$ cat src/gwt_pkg.sv
package gwt_pkg;

    // Sequencer program counter
    localparam int PC_W = 5;
    typedef logic [PC_W-1:0] pc_t;

    // Decimal conversion of the packed value
    localparam int BIN_W       = 30;
    localparam int DIGITS      = 10;
    localparam int DIGIT_IDX_W = 4;
    localparam int BIT_CNT_W   = 5;

    localparam logic [12:0] WEEK_BASE  = 13'd1634;
    localparam logic [10:0] WALK_LIMIT = 11'd1200;
    localparam logic [29:0] MS_IN_DAY  = 30'd86400000;

    typedef enum logic [3:0] {
        OP_IDLE,
        OP_DABBLE,
        OP_NOP,
        OP_HORNER,
        OP_CHECK,
        OP_WALK,
        OP_ADD_WD,
        OP_OUT_DATE,
        OP_OUT_REJECT,
        OP_OUT_TIME
    } op_t;

    typedef enum logic [2:0] {
        C_NEXT,
        C_JUMP,
        C_MORE_BITS,
        C_TIME,
        C_BAD,
        C_WALK
    } cond_t;

    typedef enum logic [1:0] {
        DST_ACC,
        DST_DAY,
        DST_MONTH,
        DST_YEAR
    } dst_t;

    typedef enum logic [1:0] {
        MUL_ZERO,
        MUL_6,
        MUL_10
    } mul_t;

    // One control word of the program
    typedef struct packed {
        op_t                    op;
        cond_t                  cond;
        dst_t                   dst;
        mul_t                   mul;
        logic [DIGIT_IDX_W-1:0] digit;
        pc_t                    target;
    } ctrl_t;

    // Datapath flags seen by the sequencer
    typedef struct packed {
        logic hold;
        logic more_bits;
        logic is_time;
        logic bad;
        logic walk_more;
    } stat_t;

    // Program entry points
    localparam pc_t PC_IDLE   = 5'd0;
    localparam pc_t PC_DABBLE = 5'd1;
    localparam pc_t PC_REJECT = 5'd12;
    localparam pc_t PC_WALK   = 5'd10;
    localparam pc_t PC_TIME   = 5'd13;

    function automatic ctrl_t cw(op_t op, cond_t cond, dst_t dst, mul_t mul,
                                 logic [DIGIT_IDX_W-1:0] digit, pc_t target);
        ctrl_t c;
        c.op     = op;
        c.cond   = cond;
        c.dst    = dst;
        c.mul    = mul;
        c.digit  = digit;
        c.target = target;
        return c;
    endfunction

    // Days of a month beyond 28, months numbered 1..12
    function automatic logic [1:0] month_extra(logic [3:0] m);
        logic [1:0] e;
        case (m)
            4'd2:                        e = 2'd0;
            4'd4, 4'd6, 4'd9, 4'd11:     e = 2'd2;
            default:                     e = 2'd3;
        endcase
        return e;
    endfunction

    // Milliseconds at the start of a weekday
    function automatic logic [29:0] wd_ms(logic [2:0] wd);
        logic [29:0] ms;
        case (wd)
            3'd1:    ms = 30'd86400000;
            3'd2:    ms = 30'd172800000;
            3'd3:    ms = 30'd259200000;
            3'd4:    ms = 30'd345600000;
            3'd5:    ms = 30'd432000000;
            3'd6:    ms = 30'd518400000;
            default: ms = 30'd0;
        endcase
        return ms;
    endfunction

endpackage

$ cat src/gwt_seq.sv
module gwt_seq (
    input  logic            aclk,
    input  logic            aresetn,
    input  gwt_pkg::stat_t  stat_i,
    output gwt_pkg::ctrl_t  ctrl_o
);
    import gwt_pkg::*;

    pc_t   pc_reg;
    pc_t   pc_next;
    ctrl_t ctrl;
    logic  take;

    // Program store
    always_comb begin
        unique case (pc_reg)
            5'd0:    ctrl = cw(OP_IDLE,       C_NEXT,      DST_ACC,   MUL_ZERO, 4'd0, PC_IDLE);
            5'd1:    ctrl = cw(OP_DABBLE,     C_MORE_BITS, DST_ACC,   MUL_ZERO, 4'd0, PC_DABBLE);
            5'd2:    ctrl = cw(OP_NOP,        C_TIME,      DST_ACC,   MUL_ZERO, 4'd0, PC_TIME);
            5'd3:    ctrl = cw(OP_HORNER,     C_NEXT,      DST_DAY,   MUL_ZERO, 4'd5, PC_IDLE);
            5'd4:    ctrl = cw(OP_HORNER,     C_NEXT,      DST_DAY,   MUL_10,   4'd4, PC_IDLE);
            5'd5:    ctrl = cw(OP_HORNER,     C_NEXT,      DST_MONTH, MUL_ZERO, 4'd3, PC_IDLE);
            5'd6:    ctrl = cw(OP_HORNER,     C_NEXT,      DST_MONTH, MUL_10,   4'd2, PC_IDLE);
            5'd7:    ctrl = cw(OP_HORNER,     C_NEXT,      DST_YEAR,  MUL_ZERO, 4'd1, PC_IDLE);
            5'd8:    ctrl = cw(OP_HORNER,     C_NEXT,      DST_YEAR,  MUL_10,   4'd0, PC_IDLE);
            5'd9:    ctrl = cw(OP_CHECK,      C_BAD,       DST_ACC,   MUL_ZERO, 4'd0, PC_REJECT);
            5'd10:   ctrl = cw(OP_WALK,       C_WALK,      DST_ACC,   MUL_ZERO, 4'd0, PC_WALK);
            5'd11:   ctrl = cw(OP_OUT_DATE,   C_JUMP,      DST_ACC,   MUL_ZERO, 4'd0, PC_IDLE);
            5'd12:   ctrl = cw(OP_OUT_REJECT, C_JUMP,      DST_ACC,   MUL_ZERO, 4'd0, PC_IDLE);
            5'd13:   ctrl = cw(OP_HORNER,     C_NEXT,      DST_ACC,   MUL_ZERO, 4'd8, PC_IDLE);
            5'd14:   ctrl = cw(OP_HORNER,     C_NEXT,      DST_ACC,   MUL_10,   4'd7, PC_IDLE);
            5'd15:   ctrl = cw(OP_HORNER,     C_NEXT,      DST_ACC,   MUL_6,    4'd6, PC_IDLE);
            5'd16:   ctrl = cw(OP_HORNER,     C_NEXT,      DST_ACC,   MUL_10,   4'd5, PC_IDLE);
            5'd17:   ctrl = cw(OP_HORNER,     C_NEXT,      DST_ACC,   MUL_6,    4'd4, PC_IDLE);
            5'd18:   ctrl = cw(OP_HORNER,     C_NEXT,      DST_ACC,   MUL_10,   4'd3, PC_IDLE);
            5'd19:   ctrl = cw(OP_HORNER,     C_NEXT,      DST_ACC,   MUL_10,   4'd2, PC_IDLE);
            5'd20:   ctrl = cw(OP_HORNER,     C_NEXT,      DST_ACC,   MUL_10,   4'd1, PC_IDLE);
            5'd21:   ctrl = cw(OP_HORNER,     C_NEXT,      DST_ACC,   MUL_10,   4'd0, PC_IDLE);
            5'd22:   ctrl = cw(OP_ADD_WD,     C_NEXT,      DST_ACC,   MUL_ZERO, 4'd0, PC_IDLE);
            5'd23:   ctrl = cw(OP_OUT_TIME,   C_JUMP,      DST_ACC,   MUL_ZERO, 4'd0, PC_IDLE);
            default: ctrl = cw(OP_NOP,        C_JUMP,      DST_ACC,   MUL_ZERO, 4'd0, PC_IDLE);
        endcase
    end

    always_comb begin
        unique case (ctrl.cond)
            C_NEXT:      take = 1'b0;
            C_JUMP:      take = 1'b1;
            C_MORE_BITS: take = stat_i.more_bits;
            C_TIME:      take = stat_i.is_time;
            C_BAD:       take = stat_i.bad;
            C_WALK:      take = stat_i.walk_more;
            default:     take = 1'b0;
        endcase
        if (stat_i.hold) begin
            pc_next = pc_reg;
        end else if (take) begin
            pc_next = ctrl.target;
        end else begin
            pc_next = pc_reg + 5'd1;
        end
    end

    always_ff @(posedge aclk) begin
        if (!aresetn) begin
            pc_reg <= PC_IDLE;
        end else begin
            pc_reg <= pc_next;
        end
    end

    assign ctrl_o = ctrl;

endmodule

$ cat src/gwt_dp.sv
module gwt_dp (
    input  logic            aclk,
    input  logic            aresetn,
    input  gwt_pkg::ctrl_t  ctrl_i,
    output gwt_pkg::stat_t  stat_o,
    input  logic            s_tvalid,
    output logic            s_tready,
    input  logic            in_mode,
    input  logic [29:0]     in_value,
    output logic            m_tvalid,
    input  logic            m_tready,
    output logic [12:0]     out_week,
    output logic [29:0]     out_tow,
    output logic            out_ok
);
    import gwt_pkg::*;

    logic [BIN_W-1:0]          bin_reg,   bin_next;
    logic [DIGITS-1:0][3:0]    bcd_reg,   bcd_next;
    logic [BIT_CNT_W-1:0]      cnt_reg,   cnt_next;
    logic                      mode_reg,  mode_next;
    logic [29:0]               acc_reg,   acc_next;
    logic [6:0]                day_reg,   day_next;
    logic [6:0]                month_reg, month_next;
    logic [6:0]                year_reg,  year_next;
    logic [3:0]                m_reg,     m_next;
    logic [6:0]                y_reg,     y_next;
    logic [10:0]               steps_reg, steps_next;
    logic [12:0]               q_reg,     q_next;
    logic [2:0]                r_reg,     r_next;
    logic [2:0]                weekday_reg, weekday_next;
    logic                      ovalid_reg, ovalid_next;
    logic [12:0]               week_reg,  week_next;
    logic [29:0]               tow_reg,   tow_next;
    logic                      ok_reg,    ok_next;

    logic [DIGITS-1:0][3:0]    adj;
    logic [29:0]               base;
    logic [29:0]               prod;
    logic [29:0]               horner_val;
    logic [3:0]                digit;
    logic                      out_busy;
    logic                      bad;
    logic                      walk_more;
    logic [4:0]                dm1;
    logic [3:0]                r_sum;
    logic                      leap;

    // Add 3 to every BCD digit of 5 or more before each shift
    always_comb begin
        for (int i = 0; i < DIGITS; i++) begin
            adj[i] = (bcd_reg[i] >= 4'd5) ? bcd_reg[i] + 4'd3 : bcd_reg[i];
        end
    end

    assign digit = bcd_reg[ctrl_i.digit];

    always_comb begin
        case (ctrl_i.dst)
            DST_DAY:   base = {23'd0, day_reg};
            DST_MONTH: base = {23'd0, month_reg};
            DST_YEAR:  base = {23'd0, year_reg};
            default:   base = acc_reg;
        endcase
        case (ctrl_i.mul)
            MUL_6:   prod = (base << 2) + (base << 1);
            MUL_10:  prod = (base << 3) + (base << 1);
            default: prod = 30'd0;
        endcase
        horner_val = prod + {26'd0, digit};
    end

    assign bad = (day_reg == 7'd0) || (day_reg > 7'd31)
              || (month_reg == 7'd0) || (month_reg > 7'd12);
    assign walk_more = (({3'd0, m_reg} < month_reg) || (y_reg < year_reg))
                    && (steps_reg <= WALK_LIMIT);
    assign out_busy  = ovalid_reg && !m_tready;
    assign dm1       = day_reg[4:0] - 5'd1;
    assign leap      = (m_reg == 4'd2) && (y_reg[1:0] == 2'd0);
    assign r_sum     = {1'b0, r_reg} + {2'b00, month_extra(m_reg)} + {3'd0, leap};

    always_comb begin
        bin_next     = bin_reg;
        bcd_next     = bcd_reg;
        cnt_next     = cnt_reg;
        mode_next    = mode_reg;
        acc_next     = acc_reg;
        day_next     = day_reg;
        month_next   = month_reg;
        year_next    = year_reg;
        m_next       = m_reg;
        y_next       = y_reg;
        steps_next   = steps_reg;
        q_next       = q_reg;
        r_next       = r_reg;
        weekday_next = weekday_reg;
        week_next    = week_reg;
        tow_next     = tow_reg;
        ok_next      = ok_reg;
        ovalid_next  = ovalid_reg && !m_tready;

        unique case (ctrl_i.op)
            OP_IDLE: begin
                if (s_tvalid) begin
                    bin_next  = in_value;
                    bcd_next  = '0;
                    cnt_next  = BIT_CNT_W'(BIN_W);
                    mode_next = in_mode;
                end
            end
            OP_DABBLE: begin
                bcd_next = {adj[DIGITS-1][2:0], adj[DIGITS-2:0], bin_reg[BIN_W-1]};
                bin_next = {bin_reg[BIN_W-2:0], 1'b0};
                cnt_next = cnt_reg - BIT_CNT_W'(1);
            end
            OP_HORNER: begin
                case (ctrl_i.dst)
                    DST_DAY:   day_next   = horner_val[6:0];
                    DST_MONTH: month_next = horner_val[6:0];
                    DST_YEAR:  year_next  = horner_val[6:0];
                    default:   acc_next   = horner_val;
                endcase
            end
            OP_CHECK: begin
                // Split day-1 into whole weeks and leftover days
                m_next     = 4'd5;
                y_next     = 7'd11;
                steps_next = 11'd0;
                if (dm1 >= 5'd28) begin
                    q_next = 13'd4;
                    r_next = 3'(dm1 - 5'd28);
                end else if (dm1 >= 5'd21) begin
                    q_next = 13'd3;
                    r_next = 3'(dm1 - 5'd21);
                end else if (dm1 >= 5'd14) begin
                    q_next = 13'd2;
                    r_next = 3'(dm1 - 5'd14);
                end else if (dm1 >= 5'd7) begin
                    q_next = 13'd1;
                    r_next = 3'(dm1 - 5'd7);
                end else begin
                    q_next = 13'd0;
                    r_next = dm1[2:0];
                end
            end
            OP_WALK: begin
                if (walk_more) begin
                    // Each month is four weeks plus 0..3 days
                    if (r_sum >= 4'd7) begin
                        r_next = 3'(r_sum - 4'd7);
                        q_next = q_reg + 13'd5;
                    end else begin
                        r_next = r_sum[2:0];
                        q_next = q_reg + 13'd4;
                    end
                    if (m_reg == 4'd12) begin
                        m_next = 4'd1;
                        y_next = y_reg + 7'd1;
                    end else begin
                        m_next = m_reg + 4'd1;
                    end
                    steps_next = steps_reg + 11'd1;
                end
            end
            OP_ADD_WD: begin
                acc_next = acc_reg + wd_ms(weekday_reg);
            end
            OP_OUT_DATE: begin
                if (!out_busy) begin
                    weekday_next = r_reg;
                    week_next    = WEEK_BASE + q_reg;
                    tow_next     = 30'd0;
                    ok_next      = 1'b1;
                    ovalid_next  = 1'b1;
                end
            end
            OP_OUT_REJECT: begin
                if (!out_busy) begin
                    week_next   = 13'd0;
                    tow_next    = 30'd0;
                    ok_next     = 1'b0;
                    ovalid_next = 1'b1;
                end
            end
            OP_OUT_TIME: begin
                if (!out_busy) begin
                    week_next   = 13'd0;
                    tow_next    = acc_reg;
                    ok_next     = 1'b1;
                    ovalid_next = 1'b1;
                end
            end
            default: begin
            end
        endcase
    end

    always_ff @(posedge aclk) begin
        if (!aresetn) begin
            weekday_reg <= 3'd0;
            ovalid_reg  <= 1'b0;
        end else begin
            weekday_reg <= weekday_next;
            ovalid_reg  <= ovalid_next;
        end
    end

    always_ff @(posedge aclk) begin
        bin_reg   <= bin_next;
        bcd_reg   <= bcd_next;
        cnt_reg   <= cnt_next;
        mode_reg  <= mode_next;
        acc_reg   <= acc_next;
        day_reg   <= day_next;
        month_reg <= month_next;
        year_reg  <= year_next;
        m_reg     <= m_next;
        y_reg     <= y_next;
        steps_reg <= steps_next;
        q_reg     <= q_next;
        r_reg     <= r_next;
        week_reg  <= week_next;
        tow_reg   <= tow_next;
        ok_reg    <= ok_next;
    end

    always_comb begin
        stat_o.hold      = ((ctrl_i.op == OP_IDLE) && !s_tvalid)
                        || (((ctrl_i.op == OP_OUT_DATE) || (ctrl_i.op == OP_OUT_REJECT)
                             || (ctrl_i.op == OP_OUT_TIME)) && out_busy);
        stat_o.more_bits = (cnt_reg != BIT_CNT_W'(1));
        stat_o.is_time   = mode_reg;
        stat_o.bad       = bad;
        stat_o.walk_more = walk_more;
    end

    assign s_tready = (ctrl_i.op == OP_IDLE);
    assign m_tvalid = ovalid_reg;
    assign out_week = week_reg;
    assign out_tow  = tow_reg;
    assign out_ok   = ok_reg;

endmodule

$ cat src/gps_week_and_time_of_week.sv
// GPS week number and time of week from decimal-packed NMEA-style values.
// Input channel: s_tuser selects the item kind (0 = DDMMYY date,
// 1 = HHMMSSmmm time), s_tdata[29:0] holds the decimal-packed value.
// Result channel: one item per input item; m_tdata carries week number
// and milliseconds into the week, m_tuser flags an accepted item.
// An accepted date item sets the stored weekday used by later time items.
// Timing: a small microcoded sequencer steps one control word per cycle,
// but holds while idle with no input, or at an output step while the last
// result is still untaken. Every item is first converted from binary to BCD.
// A date then has day and month checked, and an accepted date walks months
// on from May 2011, up to December 2099; the month walk sets the worst case.
// The next item is taken once the sequencer is back at its idle step.
// The result sits in an output register: the block accepts the next item
// while it waits, and stalls only at the step that would overwrite it.
// Reset (aresetn low, synchronous) returns the sequencer to idle, empties
// the output register and sets the stored weekday to Sunday.
module gps_week_and_time_of_week (
    input  logic        aclk,
    input  logic        aresetn,
    input  logic        s_tvalid,
    output logic        s_tready,
    input  logic [31:0] s_tdata,   // [29:0] value, [31:30] zero
    input  logic        s_tuser,   // [0] mode
    output logic        m_tvalid,
    input  logic        m_tready,
    output logic [47:0] m_tdata,   // [12:0] week_number, [42:13] time_of_week_ms, [47:43] zero
    output logic        m_tuser    // [0] accepted
);
    import gwt_pkg::*;

    ctrl_t       ctrl;
    stat_t       stat;
    logic [12:0] week;
    logic [29:0] tow;

    gwt_seq u_seq (
        .aclk    (aclk),
        .aresetn (aresetn),
        .stat_i  (stat),
        .ctrl_o  (ctrl)
    );

    gwt_dp u_dp (
        .aclk     (aclk),
        .aresetn  (aresetn),
        .ctrl_i   (ctrl),
        .stat_o   (stat),
        .s_tvalid (s_tvalid),
        .s_tready (s_tready),
        .in_mode  (s_tuser),
        .in_value (s_tdata[29:0]),
        .m_tvalid (m_tvalid),
        .m_tready (m_tready),
        .out_week (week),
        .out_tow  (tow),
        .out_ok   (m_tuser)
    );

    assign m_tdata = {5'd0, tow, week};

endmodule

$ cat config.mk
export PLATFORM = sky130hd
export DESIGN_NAME = gps_week_and_time_of_week
export DESIGN_NICKNAME = d
export VERILOG_FILES = /design/src/gwt_pkg.sv /design/src/gwt_seq.sv /design/src/gwt_dp.sv /design/src/gps_week_and_time_of_week.sv
export SDC_FILE = /design/constraint.sdc
export NUM_CORES = 1
export LEC_CHECK = 0
export BUFFER_PORTS_ARGS = -buffer_cell sky130_fd_sc_hd__buf_2
export CORE_MARGIN = 3
export CORE_UTILIZATION = 28
export DETAILED_ROUTE_END_ITERATION = 6
export GPL_ROUTABILITY_DRIVEN = 1
export HOLD_SLACK_MARGIN = 0.02
export REMOVE_ABC_BUFFERS = 1
export SETUP_SLACK_MARGIN = 0.4
export SYNTH_ARGS = -nofsm -noshare
export SYNTH_HDL_FRONTEND = slang
export SYNTH_SLANG_ARGS = --single-unit
$ cat constraint.sdc
create_clock -name aclk -period 6.5 [get_ports aclk]
set_input_delay 0.325 -clock aclk [delete_from_list [all_inputs] [get_ports aclk]]
set_output_delay 0.325 -clock aclk [all_outputs]
set_load 0.1 [all_outputs]
## Word-level counts from Yosys, hierarchy flattened

Memories as Yosys holds them, arrays and structs flattened. A register that Yosys moved wholly into a read port is not among the register bits.
Cells that the tools add are included.

| storage, ports and cells | value |
|---|---|
| output and inout bits | 51 |
| memory bits (read-only) | 608 |
| input bits | 37 |
| register bits | 218 |
| memories | 1 |
| word-level logic and storage cells | 225 |
| memory bits (writable) | 0 |
| latch bits | 0 |

Memory list:

| name | depth | bits a word | read ports | clocked after Yosys merged registers in | wr ports | line | RTL |
|---|---|---|---|---|---|---|---|
| (name not given) | 32 | 19 | 1 | 1 | 0 | gwt_seq.sv:16 | `unique case (pc_reg)` |

| cells by class | value |
|---|---|
| divide/modulo/power cells | 0 |
| muxes and demuxes | 61 |
| $add $sub $neg | 30 |
| bitwise logic cells | 1 |
| reduce and logical (&&, ||, !) cells | 42 |
| shift operators | 0 |
| equality and inequality tests | 41 |
| multiply operators | 0 |
| $lt $le $gt $ge | 21 |

Operators with widths:

| kind | number |
|---|---|
| case mux 30 bit (2 select lines) | 4 |
| case mux 29 bit (6 select lines) | 1 |
| 2-to-1 mux 30 bit | 5 |
| 2-to-1 mux 13 bit | 7 |
| adder 30 bit | 3 |
| case mux 29 bit (3 select lines) | 1 |
| case mux 40 bit (2 select lines) | 1 |
| case mux 13 bit (2 select lines) | 2 |
| 2-to-1 mux 4 bit | 12 |
| greater-or-equal comparator 4 x 3 -> 1 bit, second input constant | 11 |
| 2-to-1 mux 40 bit | 1 |
| adder 4 x 2 -> 4 bit, second input constant | 9 |
| adder 30 x 4 -> 30 bit | 1 |
| adder 13 x 3 -> 13 bit, second input constant | 2 |
| == test 4 x 3 -> 1 bit, second input constant | 6 |
| case mux 11 bit (2 select lines) | 1 |
| 2-to-1 mux 3 bit | 7 |
| == test 4 bit, second input constant | 5 |
| 2-to-1 mux 5 bit | 4 |
| binary-select mux 4 bit (select 4 bit) | 1 |
| != test 2 bit, second input constant | 8 |
| AND reduction 2 bit | 8 |
| == test 3 bit, second input constant | 5 |
| subtractor 3 bit, second input constant | 5 |
| 48 further kinds | 86 |

## Depth between registers and ports, before layout

Gate-level depths: netlist of run 1.

| logic depth | value |
|---|---|
| depth in word-level cells | 9 |
| gate-level depth with buffers | 19 |
| depth with buffers taken out | 16 |

## By module

Synthesis of run 1 repeated with hierarchy kept, for this count alone.

| unflattened totals | value |
|---|---|
| cells, all modules | 1870 |
| area, all modules | 17469.3 sq um |

By module, submodules not included:

| module | times used | cells an instance | area each (sq um) | seq. area each (sq um) |
|---|---|---|---|---|
| gwt_dp | 1 | 1712 | 16101.7 | 6356.1 |
| gwt_seq | 1 | 152 | 1326.3 | 460.4 |
| gps_week_and_time_of_week | 1 | 6 | 41.3 | 0.0 |

## Worst setup path before layout of run 1

OpenSTA, ideal clock, no wires.

| timing path | value |
|---|---|
| kind | register to register |
| from | reg u_seq.ctrl_o[16] (netlist name) |
| to | reg u_dp.bcd_reg[0] (netlist name), enable pin |
| cell stages (with the launch flop) | 5 |
| data required time | 6099 ps |
| path buffers | 1 |
| library setup time | 401 ps |
| clock period less this slack | 5224 ps |
| arrival time | 4823 ps |
| slack | 1276 ps |
| cells stage by stage | dfxtp_1 -> clkbuf_1 -> nor4_1 -> and2_1 -> or2_2 |

| on the way | value |
|---|---|
| longest elaborated chain between the ends | 3 |
| elaborated cells between the ends (all ways) | 5 |
| classes of those cells | eq/ne: 2; reduce/logical: 3 |

Ends and longest elaborated chain:

| what | line | RTL |
|---|---|---|
| logical NOT 4 bit * | - |  |
| via s_tready | gps_week_and_time_of_week.sv:21 | `output logic s_tready,` |
| != test 2 bit (no source line) / nonzero test 2 bit (equally long branches) | - |  |
| AND reduction 2 bit (no source line) * | - |  |
| to (signal assigned) | gwt_dp.sv:210 | `bcd_reg <= bcd_next;` |
| to (decl) | gwt_dp.sv:19 | `logic [DIGITS-1:0][3:0] bcd_reg, bcd_next;` |

The timed path passes the listed nets; every way through them passes the cells marked *.
A chain may end at the register's enable or synchronous reset.

## Final worst setup path of run 1

| timing path | value |
|---|---|
| from | reg u_seq.ctrl_o[12] (netlist name) |
| to | reg u_dp.acc_reg[29] (data pin) |

| on the way | value |
|---|---|
| longest elaborated chain between the ends | 7 |
| elaborated cells between the ends (all ways) | 10 |
| classes of those cells | add/sub: 3; eq/ne: 3; mux: 4 |

Ends and longest elaborated chain:

| what | line | RTL |
|---|---|---|
| == test 2 bit / == test 2 x 1 -> 1 bit (equally long branches) | gwt_dp.sv:59 | `case (ctrl_i.dst)` |
| case mux 29 bit (3 select lines) * | gwt_dp.sv:59 |  |
| adder 30 bit (on tied branches) | gwt_dp.sv:67, gwt_dp.sv:66 |  |
| case mux 30 bit (2 select lines) * | gwt_dp.sv:65 | `case (ctrl_i.mul)` |
| adder 30 x 4 -> 30 bit * | gwt_dp.sv:70 | `horner_val = prod + {26'd0, digit};` |
| 2-to-1 mux 30 bit * | gwt_dp.sv:117 | `case (ctrl_i.dst)` |
| case mux 30 bit (2 select lines) * | gwt_dp.sv:102 | `unique case (ctrl_i.op)` |
| via u_dp.acc_next[29] | gwt_dp.sv:22 | `logic [29:0] acc_reg, acc_next;` |
| to (signal assigned) | gwt_dp.sv:213 | `acc_reg <= acc_next;` |
| to (decl) | gwt_dp.sv:22 |  |

The timed path passes the listed nets; every way through them passes the cells marked *. The select of a mux whose other input is x is not followed.

==> results.json, run 1 <==
{
  "hold_violations": 0,
  "post-cts-setup-buffers": 0,
  "rsz0062_at_grt": "no",
  "max_freq_mhz": 191.0,
  "grt_max_degree": 76,
  "fin_crit_sh_pct": 80.55,
  "yosysMostFrequentCell": "nand2_1",
  "wl_per_cell_um": 16.00,
  "vias_per_cell": 5.082,
  "holdPathEnd": "u_dp.bin_reg[15]$_DFFE_PP_",
  "synth_xor_xnor_area_share_pct": 5.700,
  "yosysSeqAreaShare_pct": 38.58,
  "synthSimpleGateAreaFrac_pct": 20.90,
  "synth_commonest_cells": "nand2_1 (238), edfxtp_1 (209), nor2_1 (181), a21oi_1 (151), ha_1 (144)",
  "diodes": 0,
  "critical_path_required_ps": 6810,
  "synthArstFlopShare_pct": 0,
  "ys_ff_latch": 236,
  "drtPass1Iterations": 5,
  "core.rowCount": 91,
  "critical-path-max-stage-delay_ps": 700,
  "r2r-start": "u_seq.ctrl_o[12]$_SDFF_PP0_",
  "startpoint_type": "register",
  "synthTopCellsByArea": "edfxtp_1 (36%), ha_1 (10%), nand2_1 (5.1%)",
  "power.leakage_nw": 7.827,
  "finalNetCount": 2189,
  "status": "finished clean",
  "synth_top_area_cell": "edfxtp_1",
  "worst_pin_slew_ps": 1202,
  "yosys.area_share.adder_pct": 10.88,
  "coreArea_mm2": 0.06205,
  "syn2layout_area_growth_pct": 14.63,
  "drtIter0Drc": 1118,
  "synth-compound-area-share_pct": 17.43,
  "hp-class": "in -> reg",
  "p_per_area_mw_per_mm2": 412.3,
  "via_count": 14550,
  "grt_pass1_vias": 14130,
  "drc": 0,
  "postSynthAreaPerCell_um2": 9.217,
  "setup_viol": 0,
  "initial_core_util_pct": 28.47,
  "critical_path.endpoint_type": "register",
  "synth.top_cell.area_share_pct": 35.52,
  "worstHoldStart": "s_tdata[15]",
  "drive_gt1_share_pct": 10.41,
  "timing.critical_path.cells": "mux4_2 -> ha_1 -> fa_1 -> a211oi_2 -> o211ai_1 -> a311o_1 -> a41oi_1 -> xnor2_1 -> a211oi_1 -> or3_1 -> nor4_4 -> and4_1 -> o31ai_2",
  "htree_levels": 1,
  "netlist-cell-type-count": 98,
  "mappedNetlistArea_mm2": 0.01767,
  "gp_congestion": 0.9339,
  "r2r_end": "u_dp.acc_reg[29]$_DFFE_PP_",
  "clk_latency_ps": 590,
  "drt-total-wl_um": 45810,
  "grt_pass1_wl_um": 73920,
  "vdd_drop_max_mv": 0.2513,
  "fin_crit_ps": 5236,
  "die_height_um": 257.2,
  "cts_resized": 0,
  "r2r_setup_slack_ps": 1260,
  "muxShareOfSynthArea_pct": 2.840,
  "cts_made_buffers": 30,
  "largest_reg_flops": 40,
  "ios": 88,
  "yosys_warnings": 0,
  "whs_ps": 66.87,
  "whs_path_depth": 3,
  "drv_slew": 0,
  "path_clk_slew_ps": 60,
  "drv_cap": 0,
  "slowest_stage": "mux4_2",
  "io_buffers": 80,
  "cts-root-buf": "clkbuf_16",
  "grtUsageTotal_pct": 13.45,
  "hpwl_um": 33960,
  "timing.slew.headroom_pct": 19.71,
  "cp_max_fo": 13,
  "clock_path_buffers": 3,
  "dieWidth_um": 257.2,
  "grt_overflow": 0,
  "cts_tree": "built",
  "antenna_found_initial": 0,
  "finalSetupTns_ps": 0,
  "synth_top_family_by_area": "simple AND/OR/NAND/NOR gates",
  "cts_sinks": 236,
  "cp.arrival_ps": 5550,
  "ys.flop_type": "edfxtp_1",
  "path_class": "reg -> reg",
  "clock_skew_ps": 26.39,
  "rr_worst_depth": 13,
  "syn_inst": 1917,
  "synth_edf_count": 209,
  "fillCellCount": 6325,
  "ant_nets": 0,
  "die-area_mm2": 0.06615
}
==> kinds of logic after synthesis <==
kind of cell | Yosys count
flops | 236
buf+inv | 162
fa+ha+maj | 150
compound gates | 461
other cells | 1
mux | 31
simple gates | 761
xor+xnor | 115
==> report_power, final <==
group / internal (mW) / switching, mW / total [mW]
Combinational: 1.55 / 2.60 / 4.14
Clock: 1.01 / 0.701 / 1.71
Sequential: 2.18 / 0.316 / 2.50
Total: 4.74 / 3.61 / 8.35
==> how the worst max path moves through the flow <==
stage / cells past startpoint / endpoint / start / slack [ps]
3_5_place_dp: 13 / u_dp.acc_reg[29]$_DFFE_PP_ / u_seq.ctrl_o[12]$_SDFF_PP0_ / 1350
5_1_grt: 13 / u_dp.acc_reg[29]$_DFFE_PP_ / u_seq.ctrl_o[12]$_SDFF_PP0_ / 980
3_3_place_gp: 13 / u_dp.acc_reg[29]$_DFFE_PP_ / u_seq.ctrl_o[12]$_SDFF_PP0_ / 1410
2_1_floorplan: 3 / u_dp.bcd_reg[0]$_SDFFCE_PN0P_ / u_seq.ctrl_o[17]$_DFF_P_ / 1370
6_report: 13 / u_dp.acc_reg[29]$_DFFE_PP_ / u_seq.ctrl_o[12]$_SDFF_PP0_ / 1260
4_1_cts: 13 / u_dp.acc_reg[29]$_DFFE_PP_ / u_seq.ctrl_o[12]$_SDFF_PP0_ / 1290
==> worst max-delay path: cells and delay by family, from the launching register on <==
family | cells | cell delay, ps
DFF | 1 | 680
AOI/OAI and AO/OA | 6 | 1380
adders and majority gates | 2 | 750
muxes | 1 | 700
and+or+nand+nor | 3 | 1290
xor gates and xnor gates | 1 | 160
==> area by class of cell <==
type | count | area (um2) | area share [%]
multi-input cells | 1523 | 10260 | 50.65
flip-flops and latches | 236 | 6817 | 33.65
well taps | 837 | 1047 | 5.170
repair buffers | 120 | 770.7 | 3.805
clock buffers | 33 | 762.0 | 3.762
inverters | 91 | 341.6 | 1.686
clock inverters | 23 | 257.7 | 1.273
==> metal layers <==
layer	GRT usage, %	wire [um]
met2	22.66	21470
met3	1.506	1979
met4	4.646	1331
met1	17.90	21040
met5	0	0
==> cell usage in the layout (no fill, tap or decap), types with 55 or more instances in the layout <==
cell type  count
a21oi_1      150
ha_1         144
nor3_1        60
o21ai_0       80
xnor2_1       60
and2_1        67
xor2_1        55
nand2_1      238
inv_1         84
buf_2         80
edfxtp_1     209
nor2_1       180
==> metrics by stage <==
stage	setup slack, ps	total power, mW	util (%)	cell area [um2]	instances
after global placement	1412	6.483	30.55	18950	2779
final	1264	8.352	32.64	20250	2863
after floorplan	1371	5.579	-	17380	1850
after CTS	1293	8.394	32.64	20250	2863
after detailed placement	1351	6.606	30.55	18950	2779
after global routing	975.1	8.996	32.64	20250	2863
==> repair_timing <==
action                                  4_1_cts  5_1_grt
endpoints found under the setup margin        0        0
endpoints found under the hold margin        28        0
hold buffers                                 28        0
Note: power is estimated with default switching activity, not from simulation.
==> inputs of run 2 (changes only) <==
clock period = 5.1 ns   (was 6.5 ns; I/O delays follow)
==> run 2 against run 1 <==
  * Setup slack lost 700 ps
  * Clock power up 18%
  * Via count rose by 0.72%
  * Die area unchanged
  * Cell count is 0.56% higher
  * Core utilization rose by 0.25 points
  * First-iteration DRC count down 8.0%
  * Routed wire length is 1.3% higher
  * Register-to-register slack worse by 700 ps
  * Sequential share of layout area fell by 0.23 points
  * Critical path type unchanged
  * Critical endpoint is now u_dp.acc_reg[25]$_DFFE_PP_
==> results.json, run 2 (same netlist as run 1, synthesis figures left out) <==
{
  "status": "finished clean",
  "startpoint_type": "register",
  "antenna_found_initial": 0,
  "pwr-share-clk_pct": 19.0,
  "die_height_um": 257.2,
  "critical_path.endpoint_type": "register",
  "drc": 0,
  "vias_per_cell": 5.090,
  "seq_power_share_pct": 30.0,
  "vdd_drop_max_mv": 0.3047,
  "htree_levels": 1,
  "r2r_end": "u_dp.acc_reg[25]$_DFFE_PP_",
  "timing.slew.headroom_pct": 19.73,
  "whs_path_depth": 3,
  "max_freq_mhz": 220.5,
  "diodes": 0,
  "hp-class": "in -> reg",
  "critical_path_required_ps": 5380,
  "clk_latency_ps": 590,
  "wl_per_cell_um": 16.11,
  "final_common_cell": "nand2_1",
  "r2r_setup_slack_ps": 560,
  "ios": 88,
  "p_switching_mw": 4.605,
  "final_cell_mix": "nand2_1 (238), edfxtp_1 (209), nor2_1 (180), a21oi_1 (150), ha_1 (144)",
  "largest_reg_flops": 40,
  "drt-total-wl_um": 46390,
  "drtPass1Iterations": 5,
  "fin_crit_sh_pct": 88.93,
  "rr_worst_depth": 13,
  "ant_nets": 0,
  "holdPathEnd": "u_dp.bin_reg[20]$_DFFE_PP_",
  "cts_made_buffers": 28,
  "whs_ps": 43.69,
  "clock_path_buffers": 3,
  "grt_pass1_vias": 14310,
  "grt_max_degree": 66,
  "power.leakage_nw": 7.898,
  "path_class": "reg -> reg",
  "drtIter0Drc": 1029,
  "syn2layout_area_growth_pct": 15.51,
  "cp_max_fo": 7,
  "path_clk_slew_ps": 60,
  "worst_pin_slew_ps": 1201,
  "coreArea_mm2": 0.06205,
  "via_count": 14650,
  "sw_frac_of_total_pct": 43.56,
  "cts-root-buf": "clkbuf_16",
  "cp.arrival_ps": 4810,
  "gp_congestion": 0.9226,
  "setup_viol": 0,
  "hold_violations": 0,
  "dieWidth_um": 257.2,
  "r2r-start": "u_dp.year_reg[0]$_DFFE_PP_",
  "finalPower_mw": 10.57,
  "stdcell_count": 2879,
  "drv_cap": 0,
  "drive_gt1_share_pct": 11.75,
  "core.rowCount": 91,
  "finalSetupTns_ps": 0,
  "clock_skew_ps": 35.53,
  "io_buffers": 80,
  "rsz0062_at_grt": "yes",
  "worstHoldStart": "s_tdata[20]",
  "drv_slew": 0,
  "pwr-share-comb_pct": 51.0,
  "p_int_mw": 5.967,
  "initial_core_util_pct": 28.47,
  "p_per_area_mw_per_mm2": 518.0,
  "grt_overflow": 0,
  "fin_crit_ps": 4535,
  "finalNetCount": 2207,
  "cts_sinks": 236,
  "die-area_mm2": 0.06615,
  "grt_pass1_wl_um": 74470,
  "cts_tree": "built",
  "numPlacedInstances": 2791,
  "hpwl_um": 34740,
  "grtUsageTotal_pct": 13.54
}
[run 2: worst max-delay path by stage]
stage                                               end                         from
after detailed placement     u_dp.acc_reg[29]$_DFFE_PP_  u_seq.ctrl_o[12]$_SDFF_PP0_
after global placement       u_dp.acc_reg[29]$_DFFE_PP_  u_seq.ctrl_o[12]$_SDFF_PP0_
after CTS                    u_dp.acc_reg[23]$_DFFE_PP_  u_dp.month_reg[0]$_DFFE_PP_
after floorplan           u_dp.bcd_reg[0]$_SDFFCE_PN0P_     u_seq.ctrl_o[17]$_DFF_P_
final                        u_dp.acc_reg[25]$_DFFE_PP_   u_dp.year_reg[0]$_DFFE_PP_
after global routing         u_dp.acc_reg[25]$_DFFE_PP_    u_dp.day_reg[1]$_DFFE_PP_
[run 2: per-stage QoR]
stage | utilization [%] | area (um2) | worst slack (ps)
6_report | 32.89 | 20410 | 564.7
2_1_floorplan | - | 17380 | -28.75
4_1_cts | 32.71 | 20300 | 403.3
3_5_place_dp | 30.69 | 19040 | 132.8
5_1_grt | 32.89 | 20410 | 391.9
3_3_place_gp | 30.69 | 19040 | 224.4
[run 2: critical path, cell delays in order, from the launching register on]
cell	delay [ps]
edfxtp_1	420
mux4_2	550
ha_1	280
fa_2	390
a211oi_2	330
o211ai_1	180
a311o_1	370
a41oi_2	230
xnor2_1	150
a211oi_1	160
or3_4	450
nor4_4	420
xor2_1	220
a21oi_1	90
[run 2: power by group through the flow]
stage                     Clock, mW  Sequential, mW  Combinational (mW)
final                          2.01            3.17                5.39
after floorplan                   0            3.14                3.97
after detailed placement          0            3.20                5.23
after global placement            0            3.19                5.14
after CTS                      2.08            3.17                5.29
after global routing           2.14            3.24                6.00
[run 2: area by class of cell]
cell class                 count  area [um2]
inverter                      91       341.6
timing repair buffer         140       928.4
tap                          837        1047
clock inverter                 9       102.6
fill                        6340       41640
sequential                   236        6822
clock buffer                  43       827.0
multi-input combinational   1523       10340
[run 2: metal layers]
metal  vias to the layer above  track usage, %  share of wire (%)
met5                         -               0                  0
met4                         0           4.094                2.6
met3                        76           1.309                3.8
met2                       324           23.06                 47
met1                      7050           18.18                 47
li1                       7204               -                  -
[run 2: repair_timing]
item                       in CTS  in global routing
hold buffers                   31                  0
hold endpoints to repair       31                  0
setup buffers                   1                  4
setup endpoints to repair      11                 10
resized for setup               2                 17
pin swaps                       2                  6
